===== src/hdl/feedx_pkg.sv =====
// ----------------------------------------------------------------------------
// Feed extractor package
// Shared constants and the frame summary type for the UDP feed extractor.
// ----------------------------------------------------------------------------
package feedx_pkg;

   localparam int POS_W = 14;
   localparam logic [POS_W-1:0] MAX_FRAME_BYTES = 14'd16383;

   localparam logic [15:0] TARGET_PORT_RESET = 16'd9000;
   localparam logic [15:0] ETHERTYPE_IPV4    = 16'h0800;
   localparam logic [7:0]  IP_PROTO_UDP      = 8'd17;

   // Byte offsets within the frame.
   localparam logic [POS_W-1:0] POS_ETHERTYPE = 14'd13;
   localparam logic [POS_W-1:0] POS_IP_PROTO  = 14'd23;
   localparam logic [POS_W-1:0] POS_DST_PORT  = 14'd37;
   localparam logic [POS_W-1:0] POS_KIND      = 14'd42;
   localparam logic [POS_W-1:0] POS_ORDER_LO  = 14'd43;
   localparam logic [POS_W-1:0] POS_ORDER_HI  = 14'd46;
   localparam logic [POS_W-1:0] POS_SIDE      = 14'd47;
   localparam logic [POS_W-1:0] POS_PRICE_LO  = 14'd48;
   localparam logic [POS_W-1:0] POS_PRICE_HI  = 14'd51;
   localparam logic [POS_W-1:0] POS_QTY_LO    = 14'd52;
   localparam logic [POS_W-1:0] POS_QTY_HI    = 14'd55;

   // Minimum frame lengths for each classification.
   localparam logic [POS_W-1:0] MIN_UDP_LEN  = 14'd34;
   localparam logic [POS_W-1:0] MIN_FEED_LEN = 14'd42;
   localparam logic [POS_W-1:0] MIN_FULL_LEN = 14'd64;

   // Summary of a frame as seen on its last byte.
   typedef struct packed {
      logic             is_udp;
      logic             is_feed;
      logic             is_full;
      logic [POS_W-1:0] frame_len;
      logic [7:0]       kind_code;
      logic [31:0]      order_ref;
      logic [7:0]       side_code;
      logic [31:0]      price;
      logic [31:0]      quantity;
   } frame_end_type;

endpackage


===== src/hdl/feedx_frame_parser.sv =====
// ----------------------------------------------------------------------------
// Feed extractor frame parser
// Tracks the byte position, header checks and captured message of a frame.
// ----------------------------------------------------------------------------
module feedx_frame_parser
   import feedx_pkg::*;
(
   input  logic          clock,
   input  logic          reset,
   input  logic          take,
   input  logic [7:0]    packet_byte,
   input  logic          last_byte,
   input  logic [15:0]   target_port,
   output frame_end_type frame_end
);

   logic [POS_W-1:0] pos_ff, pos_in, pos_adv;
   logic [15:0]      shift_ff, shift_in, shift_adv, shift_new;
   logic [2:0]       flags_ff, flags_in, flags_adv;
   logic [7:0]       kind_ff, kind_in, kind_adv;
   logic [31:0]      order_ff, order_in, order_adv;
   logic [7:0]       side_ff, side_in, side_adv;
   logic [31:0]      price_ff, price_in, price_adv;
   logic [31:0]      qty_ff, qty_in, qty_adv;
   logic             in_range;
   logic             udp_ok, feed_ok, full_ok;

   always_comb begin
      shift_new = {shift_ff[7:0], packet_byte};
      in_range  = (pos_ff < MAX_FRAME_BYTES);
      pos_adv   = pos_ff;
      shift_adv = shift_ff;
      flags_adv = flags_ff;
      kind_adv  = kind_ff;
      order_adv = order_ff;
      side_adv  = side_ff;
      price_adv = price_ff;
      qty_adv   = qty_ff;
      if (in_range) begin
         pos_adv   = pos_ff + 1'b1;
         shift_adv = shift_new;
         priority if (pos_ff == POS_ETHERTYPE && shift_new == ETHERTYPE_IPV4) begin
            flags_adv[0] = 1'b1;
         end else if (pos_ff == POS_IP_PROTO && flags_ff[0] && packet_byte == IP_PROTO_UDP) begin
            flags_adv[1] = 1'b1;
         end else if (pos_ff == POS_DST_PORT && flags_ff[1] && shift_new == target_port) begin
            flags_adv[2] = 1'b1;
         end else if (pos_ff == POS_KIND) begin
            kind_adv = packet_byte;
         end else if (pos_ff >= POS_ORDER_LO && pos_ff <= POS_ORDER_HI) begin
            order_adv = {order_ff[23:0], packet_byte};
         end else if (pos_ff == POS_SIDE) begin
            side_adv = packet_byte;
         end else if (pos_ff >= POS_PRICE_LO && pos_ff <= POS_PRICE_HI) begin
            price_adv = {price_ff[23:0], packet_byte};
         end else if (pos_ff >= POS_QTY_LO && pos_ff <= POS_QTY_HI) begin
            qty_adv = {qty_ff[23:0], packet_byte};
         end else begin
            // Any other byte only moves through the shift register.
         end
      end

      udp_ok  = flags_adv[1] && (pos_adv >= MIN_UDP_LEN);
      feed_ok = udp_ok && flags_adv[2] && (pos_adv >= MIN_FEED_LEN);
      full_ok = feed_ok && (pos_adv >= MIN_FULL_LEN);

      frame_end.is_udp    = udp_ok;
      frame_end.is_feed   = feed_ok;
      frame_end.is_full   = full_ok;
      frame_end.frame_len = pos_adv;
      frame_end.kind_code = full_ok ? kind_adv  : 8'd0;
      frame_end.order_ref = full_ok ? order_adv : 32'd0;
      frame_end.side_code = full_ok ? side_adv  : 8'd0;
      frame_end.price     = full_ok ? price_adv : 32'd0;
      frame_end.quantity  = full_ok ? qty_adv   : 32'd0;

      // Hold when idle, advance on a byte, and start over after the last byte.
      pos_in   = pos_ff;
      shift_in = shift_ff;
      flags_in = flags_ff;
      kind_in  = kind_ff;
      order_in = order_ff;
      side_in  = side_ff;
      price_in = price_ff;
      qty_in   = qty_ff;
      if (take) begin
         if (last_byte) begin
            pos_in   = '0;
            shift_in = '0;
            flags_in = '0;
            kind_in  = '0;
            order_in = '0;
            side_in  = '0;
            price_in = '0;
            qty_in   = '0;
         end else begin
            pos_in   = pos_adv;
            shift_in = shift_adv;
            flags_in = flags_adv;
            kind_in  = kind_adv;
            order_in = order_adv;
            side_in  = side_adv;
            price_in = price_adv;
            qty_in   = qty_adv;
         end
      end
   end

   always_ff @(posedge clock) begin
      if (reset) begin
         pos_ff   <= '0;
         shift_ff <= '0;
         flags_ff <= '0;
         kind_ff  <= '0;
         order_ff <= '0;
         side_ff  <= '0;
         price_ff <= '0;
         qty_ff   <= '0;
      end else begin
         pos_ff   <= pos_in;
         shift_ff <= shift_in;
         flags_ff <= flags_in;
         kind_ff  <= kind_in;
         order_ff <= order_in;
         side_ff  <= side_in;
         price_ff <= price_in;
         qty_ff   <= qty_in;
      end
   end

endmodule


===== src/hdl/feedx_counters.sv =====
// ----------------------------------------------------------------------------
// Feed extractor statistics counters
// Four 64-bit wrapping counters updated at the end of each frame.
// ----------------------------------------------------------------------------
module feedx_counters
   import feedx_pkg::*;
(
   input  logic          clock,
   input  logic          reset,
   input  logic          frame_done,
   input  frame_end_type frame_end,
   output logic [63:0]   udp_count_next,
   output logic [63:0]   feed_count_next,
   output logic [63:0]   byte_count_next,
   output logic [63:0]   drop_count_next
);

   logic [63:0] udp_ff, udp_in;
   logic [63:0] feed_ff, feed_in;
   logic [63:0] byte_ff, byte_in;
   logic [63:0] drop_ff, drop_in;

   always_comb begin
      udp_in  = udp_ff;
      feed_in = feed_ff;
      byte_in = byte_ff;
      drop_in = drop_ff;
      if (frame_done) begin
         if (frame_end.is_udp) begin
            udp_in = udp_ff + 64'd1;
         end
         if (frame_end.is_feed) begin
            feed_in = feed_ff + 64'd1;
         end
         if (frame_end.is_full) begin
            byte_in = byte_ff + {{(64-POS_W){1'b0}}, frame_end.frame_len};
         end
         if (frame_end.is_feed && !frame_end.is_full) begin
            drop_in = drop_ff + 64'd1;
         end
      end
   end

   assign udp_count_next  = udp_in;
   assign feed_count_next = feed_in;
   assign byte_count_next = byte_in;
   assign drop_count_next = drop_in;

   always_ff @(posedge clock) begin
      if (reset) begin
         udp_ff  <= '0;
         feed_ff <= '0;
         byte_ff <= '0;
         drop_ff <= '0;
      end else begin
         udp_ff  <= udp_in;
         feed_ff <= feed_in;
         byte_ff <= byte_in;
         drop_ff <= drop_in;
      end
   end

endmodule


===== src/hdl/udp_feed_message_extractor_core.sv =====
// ----------------------------------------------------------------------------
// UDP feed message extractor
// Parses Ethernet/IPv4/UDP frames byte by byte and extracts feed messages.
// ----------------------------------------------------------------------------
// Usage:
// Frame bytes enter on the req_ channel, one byte per transaction, starting
// at the Ethernet destination address; req_last_byte marks the final byte and
// req_time_ns is sampled with it. Each frame produces exactly one transaction
// on the rsp_ channel, issued for its last byte, carrying the extracted
// message (valid when rsp_has_message is set), the timestamp and the four
// statistics counters as they stand after this frame.
// Timing: a byte is parsed while it sits in the input register; for a last
// byte the result is loaded into the output register once that register is
// free, and rsp_valid is driven from the output register. Throughput is one
// byte per cycle, but a last byte waits while a result is still pending.
// The UDP destination port of feed traffic is set through csr_wr_en and
// csr_wr_data and resets to 9000. Reset clears the frame state and the
// counters, restores the port to 9000 and empties both pipeline registers.
// When the receiver stalls, a pending result sits in the output register;
// bytes that are not a frame end keep flowing, and a last byte waits in the
// input register until the output register frees up.
// ----------------------------------------------------------------------------
module udp_feed_message_extractor_core
   import feedx_pkg::*;
(
   input  logic        clock,
   input  logic        reset,
   // Configuration
   input  logic        csr_wr_en,
   input  logic [15:0] csr_wr_data,
   // Byte input channel
   input  logic        req_valid,
   output logic        req_ready,
   input  logic [7:0]  req_packet_byte,
   input  logic        req_last_byte,
   input  logic [63:0] req_time_ns,
   // Result channel
   output logic        rsp_valid,
   input  logic        rsp_ready,
   output logic        rsp_has_message,
   output logic [7:0]  rsp_kind_code,
   output logic [31:0] rsp_order_ref,
   output logic [7:0]  rsp_side_code,
   output logic [31:0] rsp_price,
   output logic [31:0] rsp_quantity,
   output logic [63:0] rsp_stamp_ns,
   output logic [63:0] rsp_udp_packet_count,
   output logic [63:0] rsp_feed_packet_count,
   output logic [63:0] rsp_feed_byte_count,
   output logic [63:0] rsp_dropped_count
);

   // Feed port register.
   logic [15:0] target_port_ff, target_port_in;

   // Input register stage.
   logic        s1_valid_ff, s1_valid_in;
   logic [7:0]  s1_byte_ff;
   logic        s1_last_ff;
   logic [63:0] s1_time_ff;

   // Output register stage.
   logic        rsp_valid_ff, rsp_valid_in;
   logic        rsp_has_message_ff;
   logic [7:0]  rsp_kind_code_ff;
   logic [31:0] rsp_order_ref_ff;
   logic [7:0]  rsp_side_code_ff;
   logic [31:0] rsp_price_ff;
   logic [31:0] rsp_quantity_ff;
   logic [63:0] rsp_stamp_ns_ff;
   logic [63:0] rsp_udp_ff;
   logic [63:0] rsp_feed_ff;
   logic [63:0] rsp_byte_ff;
   logic [63:0] rsp_drop_ff;

   logic          req_fire;
   logic          out_free;
   logic          s1_fire;
   logic          frame_done;
   frame_end_type frame_end;
   logic [63:0]   udp_count_next;
   logic [63:0]   feed_count_next;
   logic [63:0]   byte_count_next;
   logic [63:0]   drop_count_next;

   // The output register can take a new result when it is empty or being
   // drained this cycle. Only a last byte needs room there; other bytes
   // leave the input register unconditionally.
   assign out_free   = !rsp_valid_ff || rsp_ready;
   assign s1_fire    = s1_valid_ff && (!s1_last_ff || out_free);
   assign frame_done = s1_fire && s1_last_ff;
   assign req_ready  = !s1_valid_ff || s1_fire;
   assign req_fire   = req_valid && req_ready;

   always_comb begin
      target_port_in = csr_wr_en ? csr_wr_data : target_port_ff;

      s1_valid_in = s1_valid_ff;
      if (req_fire) begin
         s1_valid_in = 1'b1;
      end else if (s1_fire) begin
         s1_valid_in = 1'b0;
      end

      rsp_valid_in = rsp_valid_ff;
      if (frame_done) begin
         rsp_valid_in = 1'b1;
      end else if (rsp_ready) begin
         rsp_valid_in = 1'b0;
      end
   end

   feedx_frame_parser u_parser (
      .clock       (clock),
      .reset       (reset),
      .take        (s1_fire),
      .packet_byte (s1_byte_ff),
      .last_byte   (s1_last_ff),
      .target_port (target_port_ff),
      .frame_end   (frame_end)
   );

   feedx_counters u_counters (
      .clock           (clock),
      .reset           (reset),
      .frame_done      (frame_done),
      .frame_end       (frame_end),
      .udp_count_next  (udp_count_next),
      .feed_count_next (feed_count_next),
      .byte_count_next (byte_count_next),
      .drop_count_next (drop_count_next)
   );

   // Control registers.
   always_ff @(posedge clock) begin
      if (reset) begin
         target_port_ff <= TARGET_PORT_RESET;
         s1_valid_ff    <= 1'b0;
         rsp_valid_ff   <= 1'b0;
      end else begin
         target_port_ff <= target_port_in;
         s1_valid_ff    <= s1_valid_in;
         rsp_valid_ff   <= rsp_valid_in;
      end
   end

   // Payload registers of both stages.
   always_ff @(posedge clock) begin
      if (req_fire) begin
         s1_byte_ff <= req_packet_byte;
         s1_last_ff <= req_last_byte;
         s1_time_ff <= req_time_ns;
      end
      if (frame_done) begin
         rsp_has_message_ff <= frame_end.is_full;
         rsp_kind_code_ff   <= frame_end.kind_code;
         rsp_order_ref_ff   <= frame_end.order_ref;
         rsp_side_code_ff   <= frame_end.side_code;
         rsp_price_ff       <= frame_end.price;
         rsp_quantity_ff    <= frame_end.quantity;
         rsp_stamp_ns_ff    <= s1_time_ff;
         rsp_udp_ff         <= udp_count_next;
         rsp_feed_ff        <= feed_count_next;
         rsp_byte_ff        <= byte_count_next;
         rsp_drop_ff        <= drop_count_next;
      end
   end

   assign rsp_valid             = rsp_valid_ff;
   assign rsp_has_message       = rsp_has_message_ff;
   assign rsp_kind_code         = rsp_kind_code_ff;
   assign rsp_order_ref         = rsp_order_ref_ff;
   assign rsp_side_code         = rsp_side_code_ff;
   assign rsp_price             = rsp_price_ff;
   assign rsp_quantity          = rsp_quantity_ff;
   assign rsp_stamp_ns          = rsp_stamp_ns_ff;
   assign rsp_udp_packet_count  = rsp_udp_ff;
   assign rsp_feed_packet_count = rsp_feed_ff;
   assign rsp_feed_byte_count   = rsp_byte_ff;
   assign rsp_dropped_count     = rsp_drop_ff;

`ifndef NO_ASSERTIONS
   // A frame end always lands in the output register on the next cycle.
   assert property (@(posedge clock) disable iff (reset)
      frame_done |=> rsp_valid_ff)
      else $error("frame end did not produce a result");

   // The stamp of a result is the time value that came with the last byte.
   assert property (@(posedge clock) disable iff (reset)
      frame_done |=> (rsp_stamp_ns_ff == $past(s1_time_ff)))
      else $error("result stamp does not match last byte time");

   // A frame without a message reports zeroed message fields.
   assert property (@(posedge clock) disable iff (reset)
      (rsp_valid_ff && !rsp_has_message_ff) |->
         (rsp_kind_code_ff == 8'd0 && rsp_order_ref_ff == 32'd0 &&
          rsp_side_code_ff == 8'd0 && rsp_price_ff == 32'd0 &&
          rsp_quantity_ff == 32'd0))
      else $error("message fields not cleared without a message");

   // An empty input register never blocks the byte channel.
   assert property (@(posedge clock) disable iff (reset)
      !s1_valid_ff |-> req_ready)
      else $error("input stalled with empty input register");

   // A last byte never overwrites a result that is still waiting.
   assert property (@(posedge clock) disable iff (reset)
      (rsp_valid_ff && !rsp_ready) |-> !frame_done)
      else $error("pending result overwritten");
`endif

endmodule

===== config.mk =====
export PLATFORM = sky130hd
export DESIGN_NAME = udp_feed_message_extractor_core
export DESIGN_NICKNAME = d
export VERILOG_FILES = /design/src/hdl/feedx_pkg.sv /design/src/hdl/feedx_frame_parser.sv /design/src/hdl/feedx_counters.sv /design/src/hdl/udp_feed_message_extractor_core.sv
export SDC_FILE = /design/constraint.sdc
export NUM_CORES = 1
export LEC_CHECK = 0
export ABC_AREA = 1
export BUFFER_PORTS_ARGS = -buffer_cell sky130_fd_sc_hd__buf_2
export CAP_MARGIN = 25
export CORE_MARGIN = 2
export CORE_UTILIZATION = 60
export CTS_BUF_LIST = sky130_fd_sc_hd__clkbuf_4 sky130_fd_sc_hd__clkbuf_8
export CTS_CLUSTER_DIAMETER = 60
export DETAILED_ROUTE_END_ITERATION = 6
export MAX_ROUTING_LAYER = met4
export PLACE_DENSITY = 0.9
export RECOVER_POWER = 50
export SETUP_SLACK_MARGIN = 0.4
export SKIP_LAST_GASP = 1
export SYNTH_ARGS = -nofsm -noshare
export SYNTH_HDL_FRONTEND = slang
export SYNTH_SLANG_ARGS = --single-unit

===== constraint.sdc =====
create_clock -name clock -period 21.5 [get_ports clock]
set_input_delay 5.375 -clock clock [delete_from_list [all_inputs] [get_ports clock]]
set_output_delay 5.375 -clock clock [all_outputs]
set_load 0.03 [all_outputs]

==> flow_metrics.tcl <==
set metrics [dict create \
    status "finished, violations left" \
    grt_pass1_vias 34700 \
    hpwl_um 85400 \
    synth_compound_area_share_pct 6.56 \
    rsz0062_at_grt "no" \
    tns_ns 0 \
    synth_fa_ha_area_share_pct 0.616 \
    p_per_area_nw_per_um2 75.5 \
    setup_viol 0 \
    timing.rr.start "u_parser.pos_ff[1]" \
    clockBufferDepth 3 \
    violations "design-rule violations, max-capacitance violations, max-slew violations" \
    die_h_um 268 \
    netlist_area_um2 41800 \
    die_w_um 268 \
    synth-xor-area-share_pct 3.16 \
    synthCells 4935 \
    preCtsSetupSlack_ns 10.16 \
    arrival_ns 16.00 \
    grt_use_total_pct 34.6 \
    ys_ff_latch 917 \
    ys.flop_type "edfxtp_1" \
    cts_tree "built" \
    fmax_ghz 0.0642 \
    finalWirelength_um 123000 \
    postCtsSetupRepairBufs 0 \
    synth_edf_count 506 \
    port_buffers 528 \
    clkSlewWorstSetupHoldPaths_ns 0.08 \
    clk_latency_ns 0.85 \
    synth.avg_cell_area_um2 8.47 \
    cp.required_ns 21.93 \
    syn-num-nets 5049 \
    drive_above_1_share_pct 8.14 \
    min_from "s1_time_ff[21]" \
    synth-simple-area-share_pct 25.3 \
    viasPerCell 5.59 \
    leakage_nw 18.0 \
    max_cap_violations 11 \
    ys_types 57 \
    std_cell_rows 96 \
    drt_iter0_markers 4034 \
    synthMuxAreaShare_pct 0.215 \
    slew_violations 831 \
    crit_start "rsp_ready" \
    dieArea_um2 71800 \
    grt_pass1_wl_um 188000 \
    fin_skew_ns 0.0814 \
    yosys_warnings 0 \
    drcViolationCount 6 \
    start_util_pct 60.8 \
    startpoint_type "primary input" \
    tightest_slew_ns 6.91 \
    path_class "in -> reg" \
    post_cts_resized 0 \
    hp-class "reg -> reg" \
    fin_crit_sh_pct 72.5 \
    finalNetCount 5594 \
    max-slew-margin-rel_pct -360 \
    hold_buffers 0 \
    antenna_found_initial 1 \
    async_flop_share_pct 0 \
    layout_setup_ws_ns 5.92 \
    end_kind "flop" \
    io_pins 529 \
    antenna_left 0 \
    place_congestion 1.01 \
    core_um2 68800 \
    hold_slack_ns 0.410 \
    numCtsBuffers 145 \
    drt_first_pass_iters 7 \
    numClockSinks 917 \
    vias 36500 \
    grt_max_degree 180 \
    path_max_fanout 102 \
    overflow 0 \
    synth_top_family_by_area "simple AND/OR/NAND/NOR gates" \
    seq_area_frac_synth_pct 56.0 \
    min_period_ns 15.58 \
    max-vdd-ir-drop_mv 0.0897 \
    routedWlPerCell_um 18.9 \
    root_buffer "clkbuf_8" \
    syn2layout_area_growth_pct 14.2 \
    hold_violations 0 \
    cts-htree-levels 4 \
]
==> final cells by class <==
type | instances | area, µm²
clock inverter | 49 | 510
fill | 5396 | 21100
clock buffer | 223 | 2710
timing repair buffer | 550 | 2310
sequential | 917 | 23400
multi-input combinational | 3151 | 14900
tap | 931 | 1160
inverter | 715 | 2690
antenna | 2 | 5.00
==> path summary, 6_finish.rpt <==
check / to / slack, ns / depth (start not counted)
worst min-delay path: rsp_stamp_ns[21] / 0.41 / 0
worst max register to register: rsp_order_ref[31] / 9.87 / 16
worst max-delay path: u_counters.byte_ff[13] / 5.92 / 13
worst min register to register: rsp_stamp_ns[21] / 0.41 / 0
==> kinds of logic (layout without fill, tap and decap cells) <==
| group | after synthesis | count (layout) |
|---|---|---|
| multiplexers | 9 | 9 |
| other | 0 | 2 |
| flip-flops | 917 | 917 |
| buffers and inverters | 867 | 1537 |
| adder cells (fa/ha/maj) | 20 | 20 |
| XOR/XNOR | 150 | 150 |
| AND/OR/NAND/NOR | 2448 | 2448 |
| AO/OA/AOI/OAI | 524 | 524 |
==> critical path, stage by stage <==
cell,delay [ns]
clkbuf_1,0.09
inv_1,0.06
nand3_1,0.06
nand2_1,0.16
clkinv_1,0.08
clkbuf_1,0.79
nand2_1,1.60
clkinvlp_2,4.16
nand3_4,2.46
inv_2,0.56
or2_1,0.36
nand2_1,0.09
nor2_1,0.04
==> metrics by stage <==
stage | instance area (µm²) | power (mW) | cells | utilization, %
floorplan | 41800 | 1.98 | 4935 | -
global placement | 45100 | 2.00 | 6260 | 65.5
detailed placement | 45100 | 2.01 | 6262 | 65.6
CTS | 48300 | 3.62 | 6534 | 70.2
global route | 47700 | 3.69 | 6537 | 69.4
finish | 47700 | 3.60 | 6538 | 69.4
==> per-layer routing <==
metal	part of all wire [%]	vias up	global-route usage [%]
li1	-	17200	-
met3	8.0	426	5.65
met2	47	1907	54.9
met4	5.1	0	17.3
met1	39	17000	43.1
met5	0	-	-
==> power by group <==
| part | internal (mW) | switching [mW] | total (mW) |
|---|---|---|---|
| Sequential | 1.87 | 0.0106 | 1.88 |
| Combinational | 0.0170 | 0.0766 | 0.0936 |
| Clock | 0.877 | 0.757 | 1.63 |
| Total | 2.76 | 0.844 | 3.60 |
==> Yosys cell counts, types with 11 or more instances <==
| cell | instances | area share [%] |
|---|---|---|
| a21oi_1 | 283 | 3.4 |
| and2_1 | 18 | 0.27 |
| buf_2 | 19 | 0.23 |
| buf_6 | 14 | 0.38 |
| clkbuf_1 | 104 | 0.93 |
| dfxtp_1 | 411 | 20 |
| edfxtp_1 | 506 | 36 |
| ha_1 | 19 | 0.57 |
| inv_1 | 704 | 6.3 |
| nand2_1 | 1211 | 11 |
| nand2_2 | 12 | 0.18 |
| nand3_1 | 190 | 2.3 |
| nand3b_1 | 17 | 0.31 |
| nand4_1 | 112 | 1.7 |
| nor2_1 | 594 | 5.3 |
| nor2_2 | 11 | 0.16 |
| nor2_4 | 13 | 0.35 |
| nor3_1 | 143 | 1.7 |
| nor4_1 | 69 | 1.0 |
| o21ai_0 | 171 | 2.0 |
| o22ai_1 | 46 | 0.69 |
| or2_2 | 30 | 0.45 |
| xnor2_1 | 43 | 0.90 |
| xor2_1 | 106 | 2.2 |
==> cells in the final DEF (no fill, tap or decap), drive strengths merged, types with 43 or more instances in the layout <==
cell type / count
nand2: 1223
inv: 723
clkbuf: 666
nor2: 619
edfxtp: 506
dfxtp: 411
a21oi: 284
nand3: 198
o21ai: 179
nor3: 143
nand4: 112
xor2: 107
buf: 107
nor4: 71
o22ai: 46
xnor2: 43
==> registers in the layout, indices dropped and copies added (netlist names), 14 cells and up <==
register	count
rsp_dropped_count	64
rsp_feed_byte_count	64
rsp_feed_packet_count	64
rsp_stamp_ns	64
rsp_udp_packet_count	64
s1_time_ff	64
u_counters.byte_ff	64
u_counters.drop_ff	64
u_counters.feed_ff	64
u_counters.udp_ff	64
rsp_order_ref	32
rsp_price	32
rsp_quantity	32
u_parser.order_ff	32
u_parser.price_ff	32
u_parser.qty_ff	32
target_port_ff	16
u_parser.pos_ff	14
No activity file was read; power rests on OpenSTA's default activity.
